`config.mk`:
```
export PLATFORM = sky130hd
export DESIGN_NAME = dead_reckoning_pose_step_unit_flat
export DESIGN_NICKNAME = d
export VERILOG_FILES = /design/src/drps_pkg.sv /design/src/drps_if.sv /design/src/drps_mul.sv /design/src/drps_cordic.sv /design/src/dead_reckoning_pose_step_unit.sv /design/src/flat_wrapper.sv
export SDC_FILE = /design/constraint.sdc
export NUM_CORES = 2
export LEC_CHECK = 0
export BUFFER_PORTS_ARGS = -buffer_cell sky130_fd_sc_hd__buf_2
export CAP_MARGIN = 25
export CORE_AREA = 2 2 367 369
export CTS_BUF_LIST = sky130_fd_sc_hd__clkbuf_16
export DETAILED_ROUTE_END_ITERATION = 10
export DIE_AREA = 0 0 369 371
export GPL_ROUTABILITY_DRIVEN = 0
export PLACE_DENSITY = 0.77
export SYNTH_ARGS = -nofsm -noshare
export SYNTH_HDL_FRONTEND = slang
export SYNTH_HIERARCHICAL = 1
export SYNTH_SLANG_ARGS = --single-unit
```
`constraint.sdc`:
```
create_clock -name clock -period 12.1 [get_ports clock]
set_input_delay 2.42 -clock clock [delete_from_list [all_inputs] [get_ports clock]]
set_output_delay 2.42 -clock clock [all_outputs]
set_load 0.05 [all_outputs]
```
`src/drps_pkg.sv`:
```
// Shared types and constants for the dead reckoning pose step unit.
package drps_pkg;

   // Sequencer states
   typedef enum logic [3:0] {
      ST_IDLE,
      ST_TURN,
      ST_SPEED,
      ST_DIST,
      ST_DACC,
      ST_MOD,
      ST_FOLD,
      ST_QUAD,
      ST_CORDIC,
      ST_MULX,
      ST_MULY,
      ST_DIVX,
      ST_DIVY,
      ST_YACC,
      ST_OUT
   } drps_state_type;

   // Status of the iterative rotator
   typedef struct packed {
      logic busy;
      logic done;
   } cordic_status_type;

   // Shared multiplier operand and product
   typedef logic signed [32:0] mul_opnd_type;
   typedef logic signed [65:0] mul_prod_type;

   // Heading limits in Q9.16 degrees, sized for the widened heading sum
   localparam logic signed [26:0] DEG_360 = 27'sd23592960;
   localparam logic signed [26:0] DEG_180 = 27'sd11796480;
   localparam logic signed [26:0] DEG_90  = 27'sd5898240;

   // Exact divide by 25 for 22-bit dividends: q = (n * MAGIC) >> SHIFT
   localparam logic [22:0] DIV25_MAGIC = 23'd5368710;
   localparam int          DIV25_SHIFT = 27;
   localparam int          QUOT_W      = 18;
   localparam int          DIVIDEND_W  = 22;

   // Rotator setup: 16 iterations, angle in 2^-24 degree, vectors in Q2.30
   localparam int CORDIC_ITERS = 16;
   localparam int ITER_W       = 4;
   localparam logic signed [31:0] CORDIC_GAIN_Q30 = 32'sd652032874;

   localparam logic signed [31:0] ATAN_DEG_Q24 [CORDIC_ITERS] = '{
      32'sd754974720, 32'sd445687602, 32'sd235489088, 32'sd119537938,
      32'sd60000934,  32'sd30029717,  32'sd15018523,  32'sd7509720,
      32'sd3754917,   32'sd1877466,   32'sd938734,    32'sd469367,
      32'sd234684,    32'sd117342,    32'sd58671,     32'sd29335
   };

endpackage

```
`src/drps_if.sv`:
```
// Valid/ready channels for step words and pose words.
interface drps_req_if;
   logic                valid;
   logic                ready;
   logic        [15:0]  step_length;
   logic signed [15:0]  speed;
   logic signed [15:0]  turn_rate;

   modport source (output valid, step_length, speed, turn_rate, input ready);
   modport sink   (input valid, step_length, speed, turn_rate, output ready);
endinterface

interface drps_rsp_if;
   logic                valid;
   logic                ready;
   logic        [31:0]  elapsed_time;
   logic signed [25:0]  heading_out;
   logic signed [31:0]  distance_out;
   logic signed [31:0]  x_out;
   logic signed [31:0]  y_out;

   modport source (output valid, elapsed_time, heading_out, distance_out, x_out, y_out,
                   input ready);
   modport sink   (input valid, elapsed_time, heading_out, distance_out, x_out, y_out,
                   output ready);
endinterface

```
`src/drps_mul.sv`:
```
// Shared signed multiplier with registered product.
module drps_mul
   import drps_pkg::*;
(
   input  logic         clock,
   input  mul_opnd_type op_a,
   input  mul_opnd_type op_b,
   output mul_prod_type prod_ff
);

   // Register the product every cycle
   always_ff @(posedge clock) begin
      prod_ff <= op_a * op_b;
   end

endmodule

```
`src/drps_cordic.sv`:
```
// Iterative CORDIC rotator in degrees, one micro-rotation per cycle.
module drps_cordic
   import drps_pkg::*;
(
   input  logic                clock,
   input  logic                reset,
   input  logic                start,
   input  logic signed [31:0]  angle,
   output logic signed [31:0]  cos_out,
   output logic signed [31:0]  sin_out,
   output cordic_status_type   status
);

   logic signed [31:0] x_ff, x_in;
   logic signed [31:0] y_ff, y_in;
   logic signed [31:0] z_ff, z_in;
   logic [ITER_W-1:0]  iter_ff, iter_in;
   logic               busy_ff, busy_in;
   logic               done_ff, done_in;
   logic signed [31:0] dx, dy;

   // Shifted cross terms for this iteration
   assign dx = y_ff >>> iter_ff;
   assign dy = x_ff >>> iter_ff;

   // Load on start, rotate while busy, pulse done after the last iteration
   always_comb begin
      x_in    = x_ff;
      y_in    = y_ff;
      z_in    = z_ff;
      iter_in = iter_ff;
      busy_in = busy_ff;
      done_in = 1'b0;
      if (start) begin
         x_in    = CORDIC_GAIN_Q30;
         y_in    = '0;
         z_in    = angle;
         iter_in = '0;
         busy_in = 1'b1;
      end else if (busy_ff) begin
         if (!z_ff[31]) begin
            x_in = x_ff - dx;
            y_in = y_ff + dy;
            z_in = z_ff - ATAN_DEG_Q24[iter_ff];
         end else begin
            x_in = x_ff + dx;
            y_in = y_ff - dy;
            z_in = z_ff + ATAN_DEG_Q24[iter_ff];
         end
         iter_in = iter_ff + 1'b1;
         if (iter_ff == ITER_W'(CORDIC_ITERS - 1)) begin
            busy_in = 1'b0;
            done_in = 1'b1;
         end
      end
   end

   // Hold the datapath, reset only control
   always_ff @(posedge clock) begin
      x_ff    <= x_in;
      y_ff    <= y_in;
      z_ff    <= z_in;
      iter_ff <= iter_in;
      if (reset) begin
         busy_ff <= 1'b0;
         done_ff <= 1'b0;
      end else begin
         busy_ff <= busy_in;
         done_ff <= done_in;
      end
   end

   assign cos_out     = x_ff;
   assign sin_out     = y_ff;
   assign status.busy = busy_ff;
   assign status.done = done_ff;

endmodule

```
`src/dead_reckoning_pose_step_unit.sv`:
```
// Top level of the dead reckoning pose step unit: sequencer, state and result register.
//
// Usage:
//   req_chan carries one step word (step_length, speed, turn_rate) per handshake;
//   rsp_chan returns one pose word (elapsed_time, heading_out, distance_out,
//   x_out, y_out) for every step word, in order. Both use valid/ready; a word
//   moves on a clock edge where both are high.
//   The unit works on one step at a time and drops req_chan.ready until the
//   pose word has been written into the output register, so a new step word
//   is taken only after the last one is through. The work is the 16-iteration
//   CORDIC rotator and single passes through the one shared 33x33 multiplier
//   (products, divide by 25 via reciprocal), plus repeated passes of heading
//   reduction by 360 degrees.
//   The output register parts the two sides: a finished pose word waits there
//   while the unit accepts and computes the next step. If the receiver still
//   stalls when the next pose word is ready, the unit holds it and stays not
//   ready until rsp_chan.ready frees the register.
//   Synchronous reset clears time, heading, distance and position to zero,
//   empties the output register and returns the sequencer to idle.
module dead_reckoning_pose_step_unit
   import drps_pkg::*;
(
   input  logic              clock,
   input  logic              reset,
   drps_req_if.sink          req_chan,
   drps_rsp_if.source        rsp_chan
);

   drps_state_type state_ff, state_in;

   // Latched step word
   logic        [15:0] step_ff;
   logic signed [15:0] speed_ff;
   logic signed [15:0] turn_ff;

   // Pose accumulators
   logic        [31:0] time_acc_ff;
   logic signed [25:0] heading_acc_ff;
   logic        [31:0] distance_acc_ff;
   logic        [31:0] x_acc_ff;
   logic        [31:0] y_acc_ff;

   // Working registers
   logic signed [26:0]           h_ff;
   logic signed [26:0]           a_ff;
   logic signed [31:0]           p_ff;
   logic                         dist_neg_ff;
   logic                         x_neg_ff;
   logic                         y_neg_ff;
   logic                         flip_ff;
   logic        [DIVIDEND_W-1:0] nx_ff;
   logic        [DIVIDEND_W-1:0] ny_ff;

   // Result register
   logic               rsp_valid_ff;
   logic        [31:0] rsp_time_ff;
   logic signed [25:0] rsp_heading_ff;
   logic        [31:0] rsp_distance_ff;
   logic        [31:0] rsp_x_ff;
   logic        [31:0] rsp_y_ff;

   // Shared units
   mul_opnd_type       mul_a, mul_b;
   mul_prod_type       prod;
   logic        [65:0] prod_u, prod_mag;
   logic [QUOT_W-1:0]  quot;
   logic               cordic_start;
   logic signed [31:0] cordic_angle;
   logic signed [31:0] cordic_cos, cordic_sin;
   cordic_status_type  cordic_st;
   logic signed [32:0] cos_ext, sin_ext;
   logic signed [26:0] quad_angle;
   logic               quad_flip;

   logic accept;
   logic rsp_free;
   logic h_out_of_range;

   function automatic logic [31:0] apply_sign(input logic [QUOT_W-1:0] q, input logic neg);
      logic [31:0] w;
      w = {{(32 - QUOT_W){1'b0}}, q};
      return neg ? (~w + 32'd1) : w;
   endfunction

   drps_mul u_mul (
      .clock   (clock),
      .op_a    (mul_a),
      .op_b    (mul_b),
      .prod_ff (prod)
   );

   drps_cordic u_cordic (
      .clock   (clock),
      .reset   (reset),
      .start   (cordic_start),
      .angle   (cordic_angle),
      .cos_out (cordic_cos),
      .sin_out (cordic_sin),
      .status  (cordic_st)
   );

   assign accept   = req_chan.valid && req_chan.ready;
   assign rsp_free = !rsp_valid_ff || rsp_chan.ready;

   // Magnitude of the product and the divide-by-25 quotient field
   assign prod_u   = $unsigned(prod);
   assign prod_mag = prod_u[65] ? (~prod_u + 66'd1) : prod_u;
   assign quot     = prod_u[DIV25_SHIFT + QUOT_W - 1:DIV25_SHIFT];

   assign h_out_of_range = (h_ff >= DEG_360) || (h_ff <= -DEG_360);

   // Fold a [-180,180] angle into [-90,90]
   always_comb begin
      quad_flip  = 1'b0;
      quad_angle = a_ff;
      priority if (a_ff > DEG_90) begin
         quad_angle = a_ff - DEG_180;
         quad_flip  = 1'b1;
      end else if (a_ff < -DEG_90) begin
         quad_angle = a_ff + DEG_180;
         quad_flip  = 1'b1;
      end else begin
         quad_angle = a_ff;
      end
   end

   assign cos_ext = {cordic_cos[31], cordic_cos};
   assign sin_ext = {cordic_sin[31], cordic_sin};

   // Next state
   always_comb begin
      state_in = state_ff;
      unique case (state_ff)
         ST_IDLE:   if (accept) state_in = ST_TURN;
         ST_TURN:   state_in = ST_SPEED;
         ST_SPEED:  state_in = ST_DIST;
         ST_DIST:   state_in = ST_DACC;
         ST_DACC:   state_in = ST_MOD;
         ST_MOD:    if (!h_out_of_range) state_in = ST_FOLD;
         ST_FOLD:   state_in = ST_QUAD;
         ST_QUAD:   state_in = ST_CORDIC;
         ST_CORDIC: if (cordic_st.done) state_in = ST_MULX;
         ST_MULX:   state_in = ST_MULY;
         ST_MULY:   state_in = ST_DIVX;
         ST_DIVX:   state_in = ST_DIVY;
         ST_DIVY:   state_in = ST_YACC;
         ST_YACC:   state_in = ST_OUT;
         ST_OUT:    if (rsp_free) state_in = ST_IDLE;
         default:   state_in = ST_IDLE;
      endcase
   end

   // Outputs of the sequencer: handshake and shared unit operands
   always_comb begin
      req_chan.ready = 1'b0;
      mul_a          = '0;
      mul_b          = '0;
      cordic_start   = 1'b0;
      cordic_angle   = {quad_angle[23:0], 8'b0};
      unique case (state_ff)
         ST_IDLE: req_chan.ready = 1'b1;
         ST_TURN: begin
            mul_a = {17'b0, step_ff};
            mul_b = {{17{turn_ff[15]}}, turn_ff};
         end
         ST_SPEED: begin
            mul_a = {17'b0, step_ff};
            mul_b = {{17{speed_ff[15]}}, speed_ff};
         end
         ST_DIST: begin
            mul_a = {11'b0, prod_mag[31:10]};
            mul_b = {10'b0, DIV25_MAGIC};
         end
         ST_QUAD: cordic_start = 1'b1;
         ST_MULX: begin
            mul_a = {p_ff[31], p_ff};
            mul_b = flip_ff ? -cos_ext : cos_ext;
         end
         ST_MULY: begin
            mul_a = {p_ff[31], p_ff};
            mul_b = flip_ff ? -sin_ext : sin_ext;
         end
         ST_DIVX: begin
            mul_a = {11'b0, nx_ff};
            mul_b = {10'b0, DIV25_MAGIC};
         end
         ST_DIVY: begin
            mul_a = {11'b0, ny_ff};
            mul_b = {10'b0, DIV25_MAGIC};
         end
         default: begin
            mul_a = '0;
            mul_b = '0;
         end
      endcase
   end

   // Sequencer state register
   always_ff @(posedge clock) begin
      if (reset) begin
         state_ff <= ST_IDLE;
      end else begin
         state_ff <= state_in;
      end
   end

   // Advance the pose accumulators
   always_ff @(posedge clock) begin
      if (reset) begin
         time_acc_ff     <= '0;
         heading_acc_ff  <= '0;
         distance_acc_ff <= '0;
         x_acc_ff        <= '0;
         y_acc_ff        <= '0;
      end else begin
         if (accept) begin
            time_acc_ff <= time_acc_ff + {16'b0, req_chan.step_length};
         end
         if (state_ff == ST_MOD && !h_out_of_range) begin
            heading_acc_ff <= h_ff[25:0];
         end
         if (state_ff == ST_DACC) begin
            distance_acc_ff <= distance_acc_ff + apply_sign(quot, dist_neg_ff);
         end
         if (state_ff == ST_YACC) begin
            y_acc_ff <= y_acc_ff + apply_sign(quot, y_neg_ff);
         end
         if (state_ff == ST_DIVY) begin
            x_acc_ff <= x_acc_ff + apply_sign(quot, x_neg_ff);
         end
      end
   end

   // Working datapath registers
   always_ff @(posedge clock) begin
      if (accept) begin
         step_ff  <= req_chan.step_length;
         speed_ff <= req_chan.speed;
         turn_ff  <= req_chan.turn_rate;
      end
      unique case (state_ff)
         ST_SPEED: h_ff <= {heading_acc_ff[25], heading_acc_ff} + prod[32:6];
         ST_DIST: begin
            p_ff        <= prod[31:0];
            dist_neg_ff <= prod[65];
         end
         ST_MOD: begin
            priority if (h_ff >= DEG_360) begin
               h_ff <= h_ff - DEG_360;
            end else if (h_ff <= -DEG_360) begin
               h_ff <= h_ff + DEG_360;
            end else begin
               h_ff <= h_ff;
            end
         end
         ST_FOLD: begin
            priority if (h_ff > DEG_180) begin
               a_ff <= h_ff - DEG_360;
            end else if (h_ff < -DEG_180) begin
               a_ff <= h_ff + DEG_360;
            end else begin
               a_ff <= h_ff;
            end
         end
         ST_QUAD: flip_ff <= quad_flip;
         ST_MULY: begin
            nx_ff    <= prod_mag[61:40];
            x_neg_ff <= prod[65];
         end
         ST_DIVX: begin
            ny_ff    <= prod_mag[61:40];
            y_neg_ff <= prod[65];
         end
         default: h_ff <= h_ff;
      endcase
   end

   // Load the result register when free, drop valid when taken
   always_ff @(posedge clock) begin
      if (reset) begin
         rsp_valid_ff <= 1'b0;
      end else if (state_ff == ST_OUT && rsp_free) begin
         rsp_valid_ff <= 1'b1;
      end else if (rsp_chan.ready) begin
         rsp_valid_ff <= 1'b0;
      end
      if (state_ff == ST_OUT && rsp_free) begin
         rsp_time_ff     <= time_acc_ff;
         rsp_heading_ff  <= heading_acc_ff;
         rsp_distance_ff <= distance_acc_ff;
         rsp_x_ff        <= x_acc_ff;
         rsp_y_ff        <= y_acc_ff;
      end
   end

   assign rsp_chan.valid        = rsp_valid_ff;
   assign rsp_chan.elapsed_time = rsp_time_ff;
   assign rsp_chan.heading_out  = rsp_heading_ff;
   assign rsp_chan.distance_out = rsp_distance_ff;
   assign rsp_chan.x_out        = rsp_x_ff;
   assign rsp_chan.y_out        = rsp_y_ff;

   // Heading stays strictly inside one turn
   a_heading_range: assert property (@(posedge clock) disable iff (reset)
      (heading_acc_ff > -26'sd23592960) && (heading_acc_ff < 26'sd23592960))
      else $error("heading accumulator left the open 360 degree range");

   // Rotator is running or finishing whenever the sequencer waits on it
   a_cordic_alive: assert property (@(posedge clock) disable iff (reset)
      (state_ff == ST_CORDIC) |-> (cordic_st.busy || cordic_st.done))
      else $error("sequencer waits on an idle rotator");

   // A new pose word appears only out of the output state
   a_rsp_source: assert property (@(posedge clock) disable iff (reset)
      $rose(rsp_valid_ff) |-> $past(state_ff == ST_OUT))
      else $error("result valid rose outside the output state");

endmodule

```
`src/flat_wrapper.sv`:
```
// flat-port wrapper written by rule: the top's interface ports become plain ports
module dead_reckoning_pose_step_unit_flat import drps_pkg::*;
  (clock, reset, req_chan_valid, req_chan_step_length, req_chan_speed, req_chan_turn_rate, req_chan_ready, rsp_chan_valid, rsp_chan_elapsed_time, rsp_chan_heading_out, rsp_chan_distance_out, rsp_chan_x_out, rsp_chan_y_out, rsp_chan_ready);
  drps_req_if req_chan_i ();
  drps_rsp_if rsp_chan_i ();
  input  logic clock;
  input  logic reset;
  input wire logic [$bits(req_chan_i.valid)-1:0] req_chan_valid;
  input wire logic [$bits(req_chan_i.step_length)-1:0] req_chan_step_length;
  input wire logic [$bits(req_chan_i.speed)-1:0] req_chan_speed;
  input wire logic [$bits(req_chan_i.turn_rate)-1:0] req_chan_turn_rate;
  output wire logic [$bits(req_chan_i.ready)-1:0] req_chan_ready;
  output wire logic [$bits(rsp_chan_i.valid)-1:0] rsp_chan_valid;
  output wire logic [$bits(rsp_chan_i.elapsed_time)-1:0] rsp_chan_elapsed_time;
  output wire logic [$bits(rsp_chan_i.heading_out)-1:0] rsp_chan_heading_out;
  output wire logic [$bits(rsp_chan_i.distance_out)-1:0] rsp_chan_distance_out;
  output wire logic [$bits(rsp_chan_i.x_out)-1:0] rsp_chan_x_out;
  output wire logic [$bits(rsp_chan_i.y_out)-1:0] rsp_chan_y_out;
  input wire logic [$bits(rsp_chan_i.ready)-1:0] rsp_chan_ready;
  assign req_chan_i.valid = req_chan_valid;
  assign req_chan_i.step_length = req_chan_step_length;
  assign req_chan_i.speed = req_chan_speed;
  assign req_chan_i.turn_rate = req_chan_turn_rate;
  assign req_chan_ready = req_chan_i.ready;
  assign rsp_chan_valid = rsp_chan_i.valid;
  assign rsp_chan_elapsed_time = rsp_chan_i.elapsed_time;
  assign rsp_chan_heading_out = rsp_chan_i.heading_out;
  assign rsp_chan_distance_out = rsp_chan_i.distance_out;
  assign rsp_chan_x_out = rsp_chan_i.x_out;
  assign rsp_chan_y_out = rsp_chan_i.y_out;
  assign rsp_chan_i.ready = rsp_chan_ready;
  dead_reckoning_pose_step_unit u_core (.clock(clock), .reset(reset), .req_chan(req_chan_i), .rsp_chan(rsp_chan_i));
endmodule
```
-- After elaboration in Yosys (flattened, before gate mapping)
Memories as Yosys holds them, arrays and structs flattened.
Cells that the tools add are included.
- register bits after elaboration: 663
- ROM bits: 512
- input bits: 52
- output and inout port bits: 156
- word-level logic and storage cells: 140
- memories kept: 1
- memory list (memory ; depth ; bits a word ; read ports ; clocked after Yosys merged registers in ; write ports ; line ; RTL):
    (name not given) ; 16 ; 32 ; 1 ; 0 ; 0 ; drps_cordic.sv:48 ; z_in = z_ff + ATAN_DEG_Q24[iter_ff];
- $add $sub $neg: 20
- $mul: 1
- $lt $le $gt $ge: 7
- equality and inequality tests: 20
- shifts and indexed selects: 2
- muxes and demuxes: 36
- bitwise operators: 4
- reductions and logical operators: 17
- operator list (kind ; count):
    $pmux 33 s5 ; 2
    $mux 32 ; 10
    $add 32x32->32 ; 6
    $mux 27 ; 4
    $sub 32x32->32 ; 3
    $mul 33x33->66 ; 1
    $mux 33 ; 2
    $neg 32->33 ; 2
    $sshr 32x4->32 ; 2
    $add 62x1->62 const B ; 1
    $mux 62 ; 1
    $not 62->62 ; 1
    $pmux 4 s15 ; 1
    $pmux 27 s2 ; 1
    $mux 24 ; 2
    $add 32x1->32 const B ; 1
    $add 32x16->32 ; 1
    $eq 4x4->1 const B ; 8
    $not 18->32 ; 1
    $add 27x26->27 const B ; 1
    $add 27x27->27 ; 1
    $ge 27x26->1 const B ; 1
    $gt 27x24->1 const B ; 1
    $gt 27x25->1 const B ; 1
    other kinds (27) ; 52

-- Depth between registers and ports, before layout
- word-level depth: 8
- mapped depth: 40
- mapped depth without buffers: 38

-- Cells and area by module
Netlist, hierarchy kept.
- by module, submodules not included (module ; instances ; cells each ; area each (um2) ; sequential area each (um2)):
    drps_mul ; 1 ; 4270 ; 40194.8 ; 1321.3
    dead_reckoning_pose_step_unit ; 1 ; 2772 ; 27893.0 ; 13272.7
    drps_cordic ; 1 ; 1708 ; 14020.9 ; 2362.3

-- Least setup slack after synthesis
No wires, ideal clock.
- path type: reg-to-reg
- from: register u_core.u_cordic.x_ff[1], in the netlist u_core/u_cordic/cos_out[1]
- to: register u_core.u_mul.prod_ff[62]
- setup time: 0.127 ns
- data arrival time: 10.130 ns
- required time: 11.973 ns
- path slack: 1.843 ns
- cell stages (with the launch flop): 39
- buffers on the path: 3
- period minus slack after synthesis: 10.257 ns
- path through: dfxtp_1 inv_1 ha_1 nand2b_1 nand2b_1 or4_1 or4_4 or4_4 or4_4 nor4_1 nor2_1 mux2i_1 o221ai_1 inv_1 clkbuf_1 buf_1 nor2_1 fa_1 [3 not listed] fa_1 fa_1 fa_1 inv_1 fa_1 inv_1 ha_1 buf_2 a21o_1 a221oi_1 o31ai_1 a221o_1 a211oi_1 a21o_1 a21oi_2 o2111ai_2 o21ai_0 xor2_1
- cells in the longest elaborated chain, start to end: 4
- ends and longest elaborated chain (what ; line ; RTL):
    start, declared ; drps_cordic.sv:14 ; logic signed [31:0] x_ff, x_in;
    start signal, assigned ; drps_cordic.sv:60 ; x_ff <= x_in;
    $neg 32->33 ; dead_reckoning_pose_step_unit.sv:177 ; mul_b = flip_ff ? -cos_ext : cos_ext;
    $mux 33 ; dead_reckoning_pose_step_unit.sv:177 ;
    $pmux 33 s5 ; dead_reckoning_pose_step_unit.sv:160 ; unique case (state_ff)
    named net u_core.mul_b[32] ; dead_reckoning_pose_step_unit.sv:63 ; mul_opnd_type mul_a, mul_b;
    $mul 33x33->66 ; drps_mul.sv:13 ; prod_ff <= op_a * op_b;
    end signal, assigned ; drps_mul.sv:13 ;
    end, declared ; drps_mul.sv:8 ; output mul_prod_type prod_ff
The timed path passes the listed nets, and every way through them passes these cells.
A chain may end at the register's enable or synchronous reset.

-- Final worst setup path
- from: register u_core.u_cordic.x_ff[6], in the netlist u_core/u_cordic/cos_out[6]
- to: register u_core.u_mul.prod_ff[48]
Same word-level chain as after synthesis.

==> flow_summary.yaml <==
clock_network:
  post_cts_buffers: 0
  h-tree-depth: 3
  cts_tree: "yes"
  cts_buffers: 74
  clk_latency_ps: 690
  clk_path_buf_depth: 3
  cts-root-buf: "clkbuf_16"
  hold_buffers: 0
  cts.reportedPaths.clkPinSlew_ps: 60
  post_cts_resize_count: 0
  clock-sinks: 660
grt:
  grt_max_degree: 148
  track_usage_pct: 33.7
  grt_first_pass_wirelength_mm: 362
  antenna_found_initial: 6
  grt_pass1_vias: 66600
  grt_overflow: 0
finish:
  area_delta_synth_final_pct: 6.51
  final_cell_mix: "1225 x inv_1, 1153 x fa_1, 1080 x nand2_1"
  layout-drive-gt1-share_pct: 7.39
  layout_commonest_cell: "inv_1"
  fin_nets: 10400
setup_path:
  arrival_ps: 11900
  crit_fanout: 15
  cpLargestDelayFamily: "adder cells"
  worstPathRequired_ps: 12670
  crit_path_max_incr_delay_ps: 800
  endpoint_kind: "register"
  rr_worst_depth: 32
  reg2reg_slack_ps: 770
  critical_path_buf_inv_count: 3
  worstReg2RegEnd: "u_core/u_mul/prod_ff[48]"
  critical_path.most_common_cell: "fa_1"
  crit_path_start_kind: "register"
  r2r_start: "u_core/u_cordic/cos_out[6]"
  crit_type: "register to register"
  slowest_stage: "o221ai_2"
route:
  ant_nets: 0
  drt_wl_total_mm: 228
  wl_per_cell_um: 21.7
  remaining_drc_errors: 0
  drt_iter0_drc: 6449
  vias: 64400
  via_per_inst: 6.11
  dr.pass1.iters: 9
sta:
  clock-skew-final_ps: 38.9
  worst_pin_slew_ps: 1100
  clock.fmax_mhz: 88.3
  maxSlewHeadroom_pct: 26.7
  fin_ws_ps: 773
  finalSetupTns_ps: 0
  timing.final.crit_period_ps: 11330
  rsz0062_at_grt: "no"
  setup_viol: 0
  period_share_pct: 93.6
  hold_viol: 0
  slew_violations: 0
floorplanning:
  die_h_um: 371
  start_util_pct: 61.7
  coreArea_um2: 133000
  boundaryPins: 208
  die_w_um: 369
  die_area_um2: 137000
  core.rowCount: 134
placed_design:
  place_hpwl_mm: 174
  numPortBuffers: 207
  post-place-ws_ps: 892
power_and_ir_drop:
  p_leak_nw: 40.0
  power_density_nw_per_um2: 122
  p_total_mw: 10.7
  ir_worst_vdd_mv: 0.122
worst_hold_path:
  holdCritPathClass: "register to register"
  hold_start: "u_core/x_acc_ff[4]"
  holdPathStages: 0
  hold_end: "u_core/rsp_chan.x_out[4]"
logic_synthesis:
  yosysWarnings: 6
  postSynthCellCount: 8722
  synth_area_um2: 81900
  avgSynthCellArea_um2: 9.39
status:
  status: "finished clean"
flow_run:
  max-cap-violations: 0
==> worst reg2reg max path: cells and delay by family, from the launching register on <==
family | cells | cell delay (ps)
compound gates | 7 | 2650
xor+xnor | 1 | 120
fa+ha+maj | 9 | 4250
flops | 1 | 410
buf+inv | 3 | 160
simple gates | 12 | 3670
==> state kept, by name (all words and copies together), names as in the netlist, 27 cells and up <==
register and count:
u_core/rsp_chan.x_out 32, u_core/u_mul/prod_ff 63, u_core/a_ff 27, u_core/distance_acc_ff 32, u_core/x_acc_ff 32, u_core/rsp_chan.elapsed_time 32, u_core/u_cordic/sin_out 32, u_core/u_cordic/cos_out 32
u_core/rsp_chan.y_out 32, u_core/rsp_chan.distance_out 32, u_core/p_ff 32, u_core/y_acc_ff 32, u_core/time_acc_ff 32, u_core/h_ff 27, u_core/u_cordic/z_ff 32
==> metal layers <==
layer  vias up  track usage (%)  wire [um]
met5         -                0         29
met4         4             20.5      16000
met3       795             5.87      20600
met2      3344             55.1     107000
met1     31800             41.9      84500
li1      28400                -          -
==> worst max-delay path by stage <==
stage	from	to	slack (ps)	cells past startpoint
global placement	u_core/u_cordic/cos_out[4]	u_core/u_mul/prod_ff[61]	1090	32
finish	u_core/u_cordic/cos_out[6]	u_core/u_mul/prod_ff[48]	770	32
detailed placement	u_core/u_cordic/cos_out[6]	u_core/u_mul/prod_ff[61]	890	32
global route	u_core/u_cordic/cos_out[6]	u_core/u_mul/prod_ff[61]	320	32
floorplan	u_core/u_cordic/cos_out[1]	u_core/u_mul/prod_ff[58]	1940	38
CTS	u_core/u_cordic/cos_out[6]	u_core/u_mul/prod_ff[61]	930	32
==> power breakdown <==
part / switching [mW] / internal [mW]
Sequential: 0.412 / 2.59
Clock: 0.992 / 1.35
Combinational: 3.27 / 2.05
Total: 4.68 / 5.99
==> metrics by stage <==
step	cell area, um2	std cells	utilization (%)	hold WS [ps]
floorplan	81900	8729	-	409
global placement	84600	10400	63.7	430
detailed placement	84600	10400	63.7	433
CTS	87100	10500	65.6	448
global route	87200	10500	65.7	468
finish	87200	10500	65.7	444
==> layout make-up <==
type,count,area (um2)
clock buffers,75,1880
inverters,1221,4580
flip-flops and latches,660,16900
multi-input cells,6409,58900
diodes,2,5.00
fillers,10400,45600
repair buffers,332,2110
well taps,1768,2210
clock inverters,63,643
Note: power is estimated with default switching activity, not from simulation.
